--- src/rtl/core/prs_pkg.sv ---
package prs_pkg;

   // field widths
   localparam int unsigned DELAY_W     = 16;
   localparam int unsigned RAIL_W      = 7;
   localparam int unsigned FAIL_W      = 3;
   localparam int unsigned REQ_W       = 2;
   localparam int unsigned CSR_INDEX_W = 2;

   // request codes
   typedef logic [REQ_W-1:0] req_code_type;
   localparam req_code_type REQ_TICK  = 2'd0;
   localparam req_code_type REQ_START = 2'd1;
   localparam req_code_type REQ_DOWN  = 2'd2;

   // control register indexes
   typedef logic [CSR_INDEX_W-1:0] csr_index_type;
   localparam csr_index_type CSR_SHORT_DELAY = 2'd0;
   localparam csr_index_type CSR_RAIL_DELAY  = 2'd1;
   localparam csr_index_type CSR_AUX_CHECK   = 2'd2;

   // control register reset values
   localparam logic [DELAY_W-1:0] SHORT_DELAY_RESET = 16'd10;
   localparam logic [DELAY_W-1:0] RAIL_DELAY_RESET  = 16'd100;

   // failure codes
   typedef logic [FAIL_W-1:0] fail_code_type;
   localparam fail_code_type FAIL_NONE  = 3'd0;
   localparam fail_code_type FAIL_VDD   = 3'd1;
   localparam fail_code_type FAIL_VLL   = 3'd2;
   localparam fail_code_type FAIL_VDRAM = 3'd3;
   localparam fail_code_type FAIL_VL    = 3'd4;
   localparam fail_code_type FAIL_VCORE = 3'd5;
   localparam fail_code_type FAIL_AUX   = 3'd6;
   localparam fail_code_type FAIL_VCC   = 3'd7;

   // rail bit positions in power_good and rail_enable
   localparam int unsigned RAIL_VDD   = 0;
   localparam int unsigned RAIL_VLL   = 1;
   localparam int unsigned RAIL_VDRAM = 2;
   localparam int unsigned RAIL_VL    = 3;
   localparam int unsigned RAIL_VCORE = 4;
   localparam int unsigned RAIL_AUX   = 5;
   localparam int unsigned RAIL_VCC   = 6;

   // sequencer steps
   typedef enum logic [3:0] {
      STEP_OFF,
      STEP_RST,
      STEP_CLKOFF,
      STEP_VDD,
      STEP_VLL,
      STEP_VDRAM,
      STEP_VL,
      STEP_VCORE,
      STEP_CLKON,
      STEP_AUX,
      STEP_VCC,
      STEP_DONE
   } step_type;

   typedef struct packed {
      logic [REQ_W-1:0]  req_type;
      logic [RAIL_W-1:0] power_good;
   } prs_req_type;

   typedef struct packed {
      logic [RAIL_W-1:0] rail_enable;
      logic              core_clock_on;
      logic              driver_reset;
      logic              sequencing;
      logic              powered_up;
      logic [FAIL_W-1:0] fail_step;
   } prs_rsp_type;

   typedef struct packed {
      logic [DELAY_W-1:0] short_delay_ticks;
      logic [DELAY_W-1:0] rail_delay_ticks;
      logic               aux_check_enable;
   } prs_cfg_type;

   // step that follows a finished wait; anything unexpected powers down
   function automatic step_type step_after(step_type s);
      step_type n;
      n = STEP_OFF;
      case (s)
         STEP_RST:    n = STEP_CLKOFF;
         STEP_CLKOFF: n = STEP_VDD;
         STEP_VDD:    n = STEP_VLL;
         STEP_VLL:    n = STEP_VDRAM;
         STEP_VDRAM:  n = STEP_VL;
         STEP_VL:     n = STEP_VCORE;
         STEP_VCORE:  n = STEP_CLKON;
         STEP_CLKON:  n = STEP_AUX;
         STEP_AUX:    n = STEP_VCC;
         STEP_VCC:    n = STEP_DONE;
         default:     n = STEP_OFF;
      endcase
      return n;
   endfunction

endpackage

--- src/rtl/core/power_rail_sequencer.sv ---
// Power rail sequencer.
// Request channel (req_*): each transaction is a tick, a start request or a
// power-down request, carrying the sampled power-good bits. Every request
// transaction yields exactly one response transaction (rsp_*) that shows the
// rail enables, core clock, driver reset and sequence status after it.
// Control channel (csr_*): index 0 short delay, 1 rail delay, 2 aux check
// enable; always ready, write it only while no transaction is in flight.
// Pipeline: a request is registered on acceptance and its response is
// registered from it once the response register is free or being taken.
// Throughput: one transaction per cycle while the response side does not
// stall, set by the state update between the request and response registers.
// Stall: when rsp_ready is low the response holds; the request register
// still takes one more transaction, after which req_ready drops until the
// response is taken.
// Reset: rails off, core clock stopped, drivers held in reset, no failure,
// delays back to 10 and 100 ticks, aux check off, both stages empty.
module power_rail_sequencer (
   input  logic                         clock,
   input  logic                         reset,
   input  logic                         req_valid,
   output logic                         req_ready,
   input  prs_pkg::prs_req_type         req_data,
   output logic                         rsp_valid,
   input  logic                         rsp_ready,
   output prs_pkg::prs_rsp_type         rsp_data,
   input  logic                         csr_valid,
   output logic                         csr_ready,
   input  prs_pkg::csr_index_type       csr_index,
   input  logic [prs_pkg::DELAY_W-1:0]  csr_data
);

   logic                  req_valid_ff, req_valid_in;
   prs_pkg::prs_req_type  req_data_ff;
   logic                  rsp_valid_ff, rsp_valid_in;
   prs_pkg::prs_rsp_type  rsp_data_ff;
   prs_pkg::prs_rsp_type  next_result;
   prs_pkg::prs_cfg_type  cfg;
   logic                  advance;

   prs_csr u_csr (
      .clock     (clock),
      .reset     (reset),
      .csr_valid (csr_valid),
      .csr_ready (csr_ready),
      .csr_index (csr_index),
      .csr_data  (csr_data),
      .cfg       (cfg)
   );

   prs_seq u_seq (
      .clock       (clock),
      .reset       (reset),
      .update      (advance),
      .item        (req_data_ff),
      .cfg         (cfg),
      .next_result (next_result)
   );

   // held transaction moves on when the response slot is free
   assign advance      = req_valid_ff && (!rsp_valid_ff || rsp_ready);
   assign req_ready    = !req_valid_ff || advance;
   assign req_valid_in = (req_valid && req_ready) || (req_valid_ff && !advance);
   assign rsp_valid_in = advance || (rsp_valid_ff && !rsp_ready);

   // handshake flags
   always_ff @(posedge clock) begin
      if (reset) begin
         req_valid_ff <= 1'b0;
         rsp_valid_ff <= 1'b0;
      end else begin
         req_valid_ff <= req_valid_in;
         rsp_valid_ff <= rsp_valid_in;
      end
   end

   // payload registers
   always_ff @(posedge clock) begin
      if (req_valid && req_ready) begin
         req_data_ff <= req_data;
      end
      if (advance) begin
         rsp_data_ff <= next_result;
      end
   end

   assign rsp_valid = rsp_valid_ff;
   assign rsp_data  = rsp_data_ff;

endmodule

--- src/rtl/core/prs_csr.sv ---
module prs_csr (
   input  logic                         clock,
   input  logic                         reset,
   input  logic                         csr_valid,
   output logic                         csr_ready,
   input  prs_pkg::csr_index_type       csr_index,
   input  logic [prs_pkg::DELAY_W-1:0]  csr_data,
   output prs_pkg::prs_cfg_type         cfg
);

   prs_pkg::prs_cfg_type cfg_ff, cfg_in;

   // register writes are always taken
   assign csr_ready = 1'b1;

   // write decode, unknown indexes are dropped
   always_comb begin
      cfg_in = cfg_ff;
      if (csr_valid) begin
         unique case (csr_index)
            prs_pkg::CSR_SHORT_DELAY: cfg_in.short_delay_ticks = csr_data;
            prs_pkg::CSR_RAIL_DELAY:  cfg_in.rail_delay_ticks  = csr_data;
            prs_pkg::CSR_AUX_CHECK:   cfg_in.aux_check_enable  = csr_data[0];
            default: ;
         endcase
      end
   end

   always_ff @(posedge clock) begin
      if (reset) begin
         cfg_ff.short_delay_ticks <= prs_pkg::SHORT_DELAY_RESET;
         cfg_ff.rail_delay_ticks  <= prs_pkg::RAIL_DELAY_RESET;
         cfg_ff.aux_check_enable  <= 1'b0;
      end else begin
         cfg_ff <= cfg_in;
      end
   end

   assign cfg = cfg_ff;

endmodule

--- src/rtl/core/prs_seq.sv ---
module prs_seq (
   input  logic                  clock,
   input  logic                  reset,
   input  logic                  update,
   input  prs_pkg::prs_req_type  item,
   input  prs_pkg::prs_cfg_type  cfg,
   output prs_pkg::prs_rsp_type  next_result
);

   prs_pkg::step_type                  step_ff, step_in;
   logic [prs_pkg::DELAY_W-1:0]        wait_ff, wait_in;
   logic [prs_pkg::RAIL_W-1:0]         enables_ff, enables_in;
   logic                               clock_on_ff, clock_on_in;
   logic                               reset_held_ff, reset_held_in;
   prs_pkg::fail_code_type             failure_ff, failure_in;

   logic                               busy;
   logic                               is_tick;
   logic                               wait_done;
   logic                               check_ok;
   prs_pkg::fail_code_type             check_code;
   logic [prs_pkg::RAIL_W-1:0]         pg;

   assign pg        = item.power_good;
   assign busy      = (step_ff != prs_pkg::STEP_OFF) && (step_ff != prs_pkg::STEP_DONE);
   assign is_tick   = (item.req_type == prs_pkg::REQ_TICK);
   assign wait_done = is_tick && busy && (wait_ff <= 16'd1);

   // power-good check made when the current wait ends
   always_comb begin
      check_ok   = 1'b1;
      check_code = prs_pkg::FAIL_NONE;
      unique case (step_ff)
         prs_pkg::STEP_VDD: begin
            check_ok   = pg[prs_pkg::RAIL_VDD];
            check_code = prs_pkg::FAIL_VDD;
         end
         prs_pkg::STEP_VLL: begin
            check_ok   = pg[prs_pkg::RAIL_VLL];
            check_code = prs_pkg::FAIL_VLL;
         end
         prs_pkg::STEP_VDRAM: begin
            check_ok   = pg[prs_pkg::RAIL_VDRAM];
            check_code = prs_pkg::FAIL_VDRAM;
         end
         prs_pkg::STEP_VL: begin
            check_ok   = pg[prs_pkg::RAIL_VL];
            check_code = prs_pkg::FAIL_VL;
         end
         prs_pkg::STEP_VCORE: begin
            check_ok   = pg[prs_pkg::RAIL_VCORE];
            check_code = prs_pkg::FAIL_VCORE;
         end
         prs_pkg::STEP_AUX: begin
            check_ok   = !cfg.aux_check_enable || pg[prs_pkg::RAIL_AUX];
            check_code = prs_pkg::FAIL_AUX;
         end
         prs_pkg::STEP_VCC: begin
            check_ok   = pg[prs_pkg::RAIL_VCC];
            check_code = prs_pkg::FAIL_VCC;
         end
         default: ;
      endcase
   end

   // next step
   always_comb begin
      step_in = step_ff;
      if (update) begin
         unique case (item.req_type)
            prs_pkg::REQ_DOWN: step_in = prs_pkg::STEP_OFF;
            prs_pkg::REQ_START: begin
               if (step_ff == prs_pkg::STEP_OFF) step_in = prs_pkg::STEP_RST;
            end
            prs_pkg::REQ_TICK: begin
               if (wait_done) begin
                  step_in = check_ok ? prs_pkg::step_after(step_ff) : prs_pkg::STEP_OFF;
               end
            end
            default: ;
         endcase
      end
   end

   // rail, clock, reset, counter and failure updates
   always_comb begin
      wait_in       = wait_ff;
      enables_in    = enables_ff;
      clock_on_in   = clock_on_ff;
      reset_held_in = reset_held_ff;
      failure_in    = failure_ff;
      if (update) begin
         unique case (item.req_type)
            prs_pkg::REQ_DOWN: begin
               wait_in       = '0;
               enables_in    = '0;
               clock_on_in   = 1'b0;
               reset_held_in = 1'b1;
            end
            prs_pkg::REQ_START: begin
               if (step_ff == prs_pkg::STEP_OFF) begin
                  failure_in    = prs_pkg::FAIL_NONE;
                  enables_in    = '0;
                  clock_on_in   = 1'b0;
                  reset_held_in = 1'b1;
                  wait_in       = cfg.short_delay_ticks;
               end
            end
            prs_pkg::REQ_TICK: begin
               if (busy && !wait_done) begin
                  wait_in = wait_ff - 16'd1;
               end else if (wait_done && !check_ok) begin
                  // failed check drops everything and records the step
                  failure_in    = check_code;
                  wait_in       = '0;
                  enables_in    = '0;
                  clock_on_in   = 1'b0;
                  reset_held_in = 1'b1;
               end else if (wait_done) begin
                  wait_in = cfg.rail_delay_ticks;
                  unique case (step_ff)
                     prs_pkg::STEP_RST: begin
                        clock_on_in = 1'b0;
                        wait_in     = cfg.short_delay_ticks;
                     end
                     prs_pkg::STEP_CLKOFF: enables_in[prs_pkg::RAIL_VDD]   = 1'b1;
                     prs_pkg::STEP_VDD:    enables_in[prs_pkg::RAIL_VLL]   = 1'b1;
                     prs_pkg::STEP_VLL:    enables_in[prs_pkg::RAIL_VDRAM] = 1'b1;
                     prs_pkg::STEP_VDRAM:  enables_in[prs_pkg::RAIL_VL]    = 1'b1;
                     prs_pkg::STEP_VL:     enables_in[prs_pkg::RAIL_VCORE] = 1'b1;
                     prs_pkg::STEP_VCORE:  clock_on_in = 1'b1;
                     prs_pkg::STEP_CLKON:  enables_in[prs_pkg::RAIL_AUX]   = 1'b1;
                     prs_pkg::STEP_AUX:    enables_in[prs_pkg::RAIL_VCC]   = 1'b1;
                     prs_pkg::STEP_VCC: begin
                        reset_held_in = 1'b0;
                        wait_in       = '0;
                     end
                     default: begin
                        wait_in       = '0;
                        enables_in    = '0;
                        clock_on_in   = 1'b0;
                        reset_held_in = 1'b1;
                     end
                  endcase
               end
            end
            default: ;
         endcase
      end
   end

   // sequencer state
   always_ff @(posedge clock) begin
      if (reset) begin
         step_ff       <= prs_pkg::STEP_OFF;
         wait_ff       <= '0;
         enables_ff    <= '0;
         clock_on_ff   <= 1'b0;
         reset_held_ff <= 1'b1;
         failure_ff    <= prs_pkg::FAIL_NONE;
      end else begin
         step_ff       <= step_in;
         wait_ff       <= wait_in;
         enables_ff    <= enables_in;
         clock_on_ff   <= clock_on_in;
         reset_held_ff <= reset_held_in;
         failure_ff    <= failure_in;
      end
   end

   // result shows the state after this transaction
   always_comb begin
      next_result.rail_enable   = enables_in;
      next_result.core_clock_on = clock_on_in;
      next_result.driver_reset  = reset_held_in;
      next_result.sequencing    = (step_in != prs_pkg::STEP_OFF) &&
                                  (step_in != prs_pkg::STEP_DONE);
      next_result.powered_up    = (step_in == prs_pkg::STEP_DONE);
      next_result.fail_step     = failure_in;
   end

endmodule

--- config.mk ---
export PLATFORM = sky130hd
export DESIGN_NAME = power_rail_sequencer
export DESIGN_NICKNAME = d
export VERILOG_FILES = /design/src/rtl/core/prs_pkg.sv /design/src/rtl/core/power_rail_sequencer.sv /design/src/rtl/core/prs_csr.sv /design/src/rtl/core/prs_seq.sv
export SDC_FILE = /design/constraint.sdc
export NUM_CORES = 1
export LEC_CHECK = 0
export BUFFER_PORTS_ARGS = -buffer_cell sky130_fd_sc_hd__buf_4
export CAP_MARGIN = 40
export CORE_MARGIN = 4
export CORE_UTILIZATION = 55
export CTS_BUF_LIST = sky130_fd_sc_hd__clkbuf_16
export CTS_CLUSTER_DIAMETER = 80
export CTS_CLUSTER_SIZE = 14
export DETAILED_ROUTE_END_ITERATION = 7
export PLACE_DENSITY = 0.74
export REMOVE_ABC_BUFFERS = 1
export SKIP_CTS_REPAIR_TIMING = 1
export SYNTH_ARGS = -nofsm -noshare
export SYNTH_HDL_FRONTEND = slang
export SYNTH_SLANG_ARGS = --single-unit
--- constraint.sdc ---
create_clock -name clock -period 4.6 [get_ports clock]
set_input_delay 0.92 -clock clock [delete_from_list [all_inputs] [get_ports clock]]
set_output_delay 0.92 -clock clock [all_outputs]
set_load 0.01 [all_outputs]
==> results by group <==
Outcome
  – Status: finished, final reports clean

Synthesis
  – Avg Inst Size Synth: 8.652 sq um
  – Post-synth EDFFs: 23
  – Synth Register Bits: 94
  – Synth area leader: dfxtp_1
  – Top area cells in the synthesized netlist: dfxtp_1, edfxtp_1, nand2_1, a21oi_1, a221oi_1
  – Share of the synthesized area in the top cell type: 30.48%
  – Synth Flop Type: dfxtp_1
  – Post-synthesis sequential area ratio: 45.29%
  – Cell Area, Synth: 4663 sq um
  – Yosys warns: 0
  – Synth cell types: 61
  – Ys async rst share: 0%
  – Synth Instances: 539

Setup path
  – Setup CP Type: reg -> reg
  – CP Capture Type: flop
  – Crit Path Max Fanout: 9
  – CP Launch Point: u_seq.wait_ff[9]
  – Crit-path cells: or4_4 -> or4_1 -> nor3_4 -> o21ai_4 -> a221oi_1 -> nor2_1 -> ha_1 -> or4b_1 -> o21ai_0
  – Worst stage delay on the critical path: 0.67 ns
  – Critical Path AT: 4.09 ns
  – CP required: 4.88 ns
  – Startpoint Class: flop
  – R2R depth: 9
  – R2R setup slack: 0.79 ns
  – Slowest-stage cell, CP: a221oi_1
  – Reg-to-reg critical path startpoint: u_seq.wait_ff[9]

STA
  – Final setup violating endpoints: 0
  – Unrepaired setup endpoints after global routing: false
  – Slew margin rel.: 42.53%
  – Setup Skew: 0.01195 ns
  – Worst Max-Slew Pin Slew: 0.8554 ns
  – Max Clock Freq: 262.6 MHz
  – Final period utilization: 82.79%
  – Period minus WS final: 3.808 ns
  – Fin Setup TNS: 0 ns
  – Final hold vios: 0
  – Slew Viols, Final: 0

Layout
  – Multi-input logic area: 2323 sq um
  – FILL cells: 704
  – Synthesis-to-layout area growth: 13.39%
  – Register Area: 2112 sq um
  – Fin nets: 602
  – N_diodes: 0
  – Ratio of cells with drive above 1 in the final layout: 13.68%
  – Fin cells: 675
  – Final Util: 64.35%

Min path
  – Hold crit path type: reg -> reg
  – Hold depth: 2
  – Hold Path End: u_csr.cfg[1]
  – Hold Crit Start: u_csr.cfg[1]

Routing
  – Drt via density: 6.120
  – Average wire per standard cell: 16.77 microns
  – Router iterations before antenna repair: 5
  – DRC violations left: 0
  – Initial drt markers: 313
  – Routed via count: 4,131
  – Post-DRT Antenna Nets: 0
  – Routed WL: 11.32 mm

Global route
  – First-pass GRT wire length: 19.09 mm
  – Antenna violations before repair: 0
  – Total track usage: 23.65%
  – Gr ovfl total: 0
  – Vias in the first global route: 3,811
  – Largest net degree at the start of global routing: 77

Pwr
  – Leak pwr: 1.972 nW
  – Max rail drop VDD: 0.0002051 V
  – Cell Pwr Density: 339.3 nW/um^2

Clock tree
  – Clk Latency, worst-skew pair: 0.35 ns
  – Worst-path clk slew: 0.07 ns
  – Max clock buf depth: 2
  – CTS tree: built
  – CTS Buf Count: 9
  – Root buffer cell: clkbuf_16
  – CTS Sinks: 94
  – CTS H-Tree Depth: 3

Placed design
  – Detailed Place HPWL: 7.624 mm
  – Number of port buffers: 47
  – Inst Count DP: 659
  – GPL Wtd Cong: 0.9461

Floorplanning
  – Core Footprint: 8217 sq um
  – I/O Pins: 49
  – Starting Density: 56.75%
  – Site Rows: 33
  – DIE AREA: 10,020 sq um
  – Height of the die: 100.1 microns
  – Die Span X: 100.1 microns

Run
  – Max-Cap Viols: 0
[cell usage after synthesis, types with 6 or more instances]
library cell,number
nand3b_1,8
nand2_1,87
xnor2_1,7
o21ai_0,28
nor4_1,7
nor2b_1,11
or3_1,6
a221oi_1,32
inv_1,9
xor2_1,6
nor2_1,40
a21oi_1,61
edfxtp_1,23
clkbuf_1,29
dfxtp_1,71
nor3_1,23
[critical path, delay by kind of cell, from the launching register on]
kind	cells	cell delay, ns
AO/OA/AOI/OAI	3	0.86
adder cells (fa/ha/maj)	1	0.26
AND/OR/NAND/NOR	5	2.25
flip-flops	1	0.36
[how the worst max path moves through the flow]
stage / end
finish: flop
global route: flop
CTS: flop
detailed placement: flop
global placement: flop
floorplan: flop
[placed cells by master (no fill, tap or decap), types with 3 or more instances in the layout]
master / count
dfxtp_1: 71
o21a_1: 3
nand2b_1: 5
nand2_1: 87
a21oi_1: 61
inv_1: 10
nand3b_1: 8
nand3_1: 4
nor2b_1: 11
a221oi_1: 32
ha_1: 5
nor2_1: 40
o21ai_0: 28
or3_1: 6
or4_1: 4
and3_1: 3
buf_4: 55
nor4_1: 7
nor3b_1: 3
a22oi_1: 5
o31ai_1: 3
nor3_1: 23
edfxtp_1: 23
xnor2_1: 7
a31oi_1: 5
and2_1: 4
clkbuf_16: 9
xor2_1: 6
[sequential cells by signal, indices dropped and copies added, names as in the netlist, named ones only]
name / flops
u_seq.clock_on_ff: 1
u_seq.step_ff: 4
u_seq.failure_ff: 3
u_seq.reset_held_ff: 1
req_valid_ff: 1
u_seq.enables_ff: 7
req_data_ff: 9
u_csr.cfg: 33
rsp_valid: 1
rsp_data: 14
u_seq.wait_ff: 16
[where the power goes]
group	internal, mW	switching [mW]	total (mW)	leakage (nW)
Clock	0.369	0.324	0.693	0.141
Combinational	0.0842	0.118	0.202	1.04
Sequential	0.875	0.0246	0.899	0.791
Total	1.33	0.466	1.79	1.97
[per-layer routing]
layer | global-route usage [%] | wire length (microns) | part of all wire, %
met5 | 0 | 0 | 0
met1 | 34.63 | 5112 | 45
met3 | 3.127 | 749 | 6.6
met4 | 7.979 | 174 | 1.5
met2 | 36.17 | 5287 | 47
[final cells by class]
type	count	area share, %
Sequential cell	94	39.94
Multi-Input combinational cell	396	43.94
Clock buffer	9	4.259
Inverter	9	0.6389
Clock inverter	7	0.9229
Timing Repair Buffer	55	7.809
Tap cell	105	2.485
[stage by stage]
stage / hold WS, ns / power, mW / area, sq um / setup slack, ns
after global routing: 0.4761 / 1.863 / 5288 / 0.5494
after detailed placement: 0.4490 / 1.116 / 5014 / 0.8479
after CTS: 0.4579 / 1.802 / 5288 / 0.8136
after floorplan: 0.4301 / 1.036 / 4469 / 0.9919
after global placement: 0.4473 / 1.112 / 5006 / 0.9983
final: 0.4558 / 1.794 / 5288 / 0.7915
[logic make-up (layout without fill, tap and decap cells)]
logic type	count (synthesis)	after routing	share of synthesized area, %
simple gates	219	219	23.42
compound gates	156	156	21.84
other cells	1	1	0.08042
mux	2	2	0.6976
flops	94	94	45.29
buf+inv	49	80	4.883
fa+ha+maj	5	5	1.342
xor+xnor	13	13	2.442
Note: power is estimated with default switching activity, not from simulation.
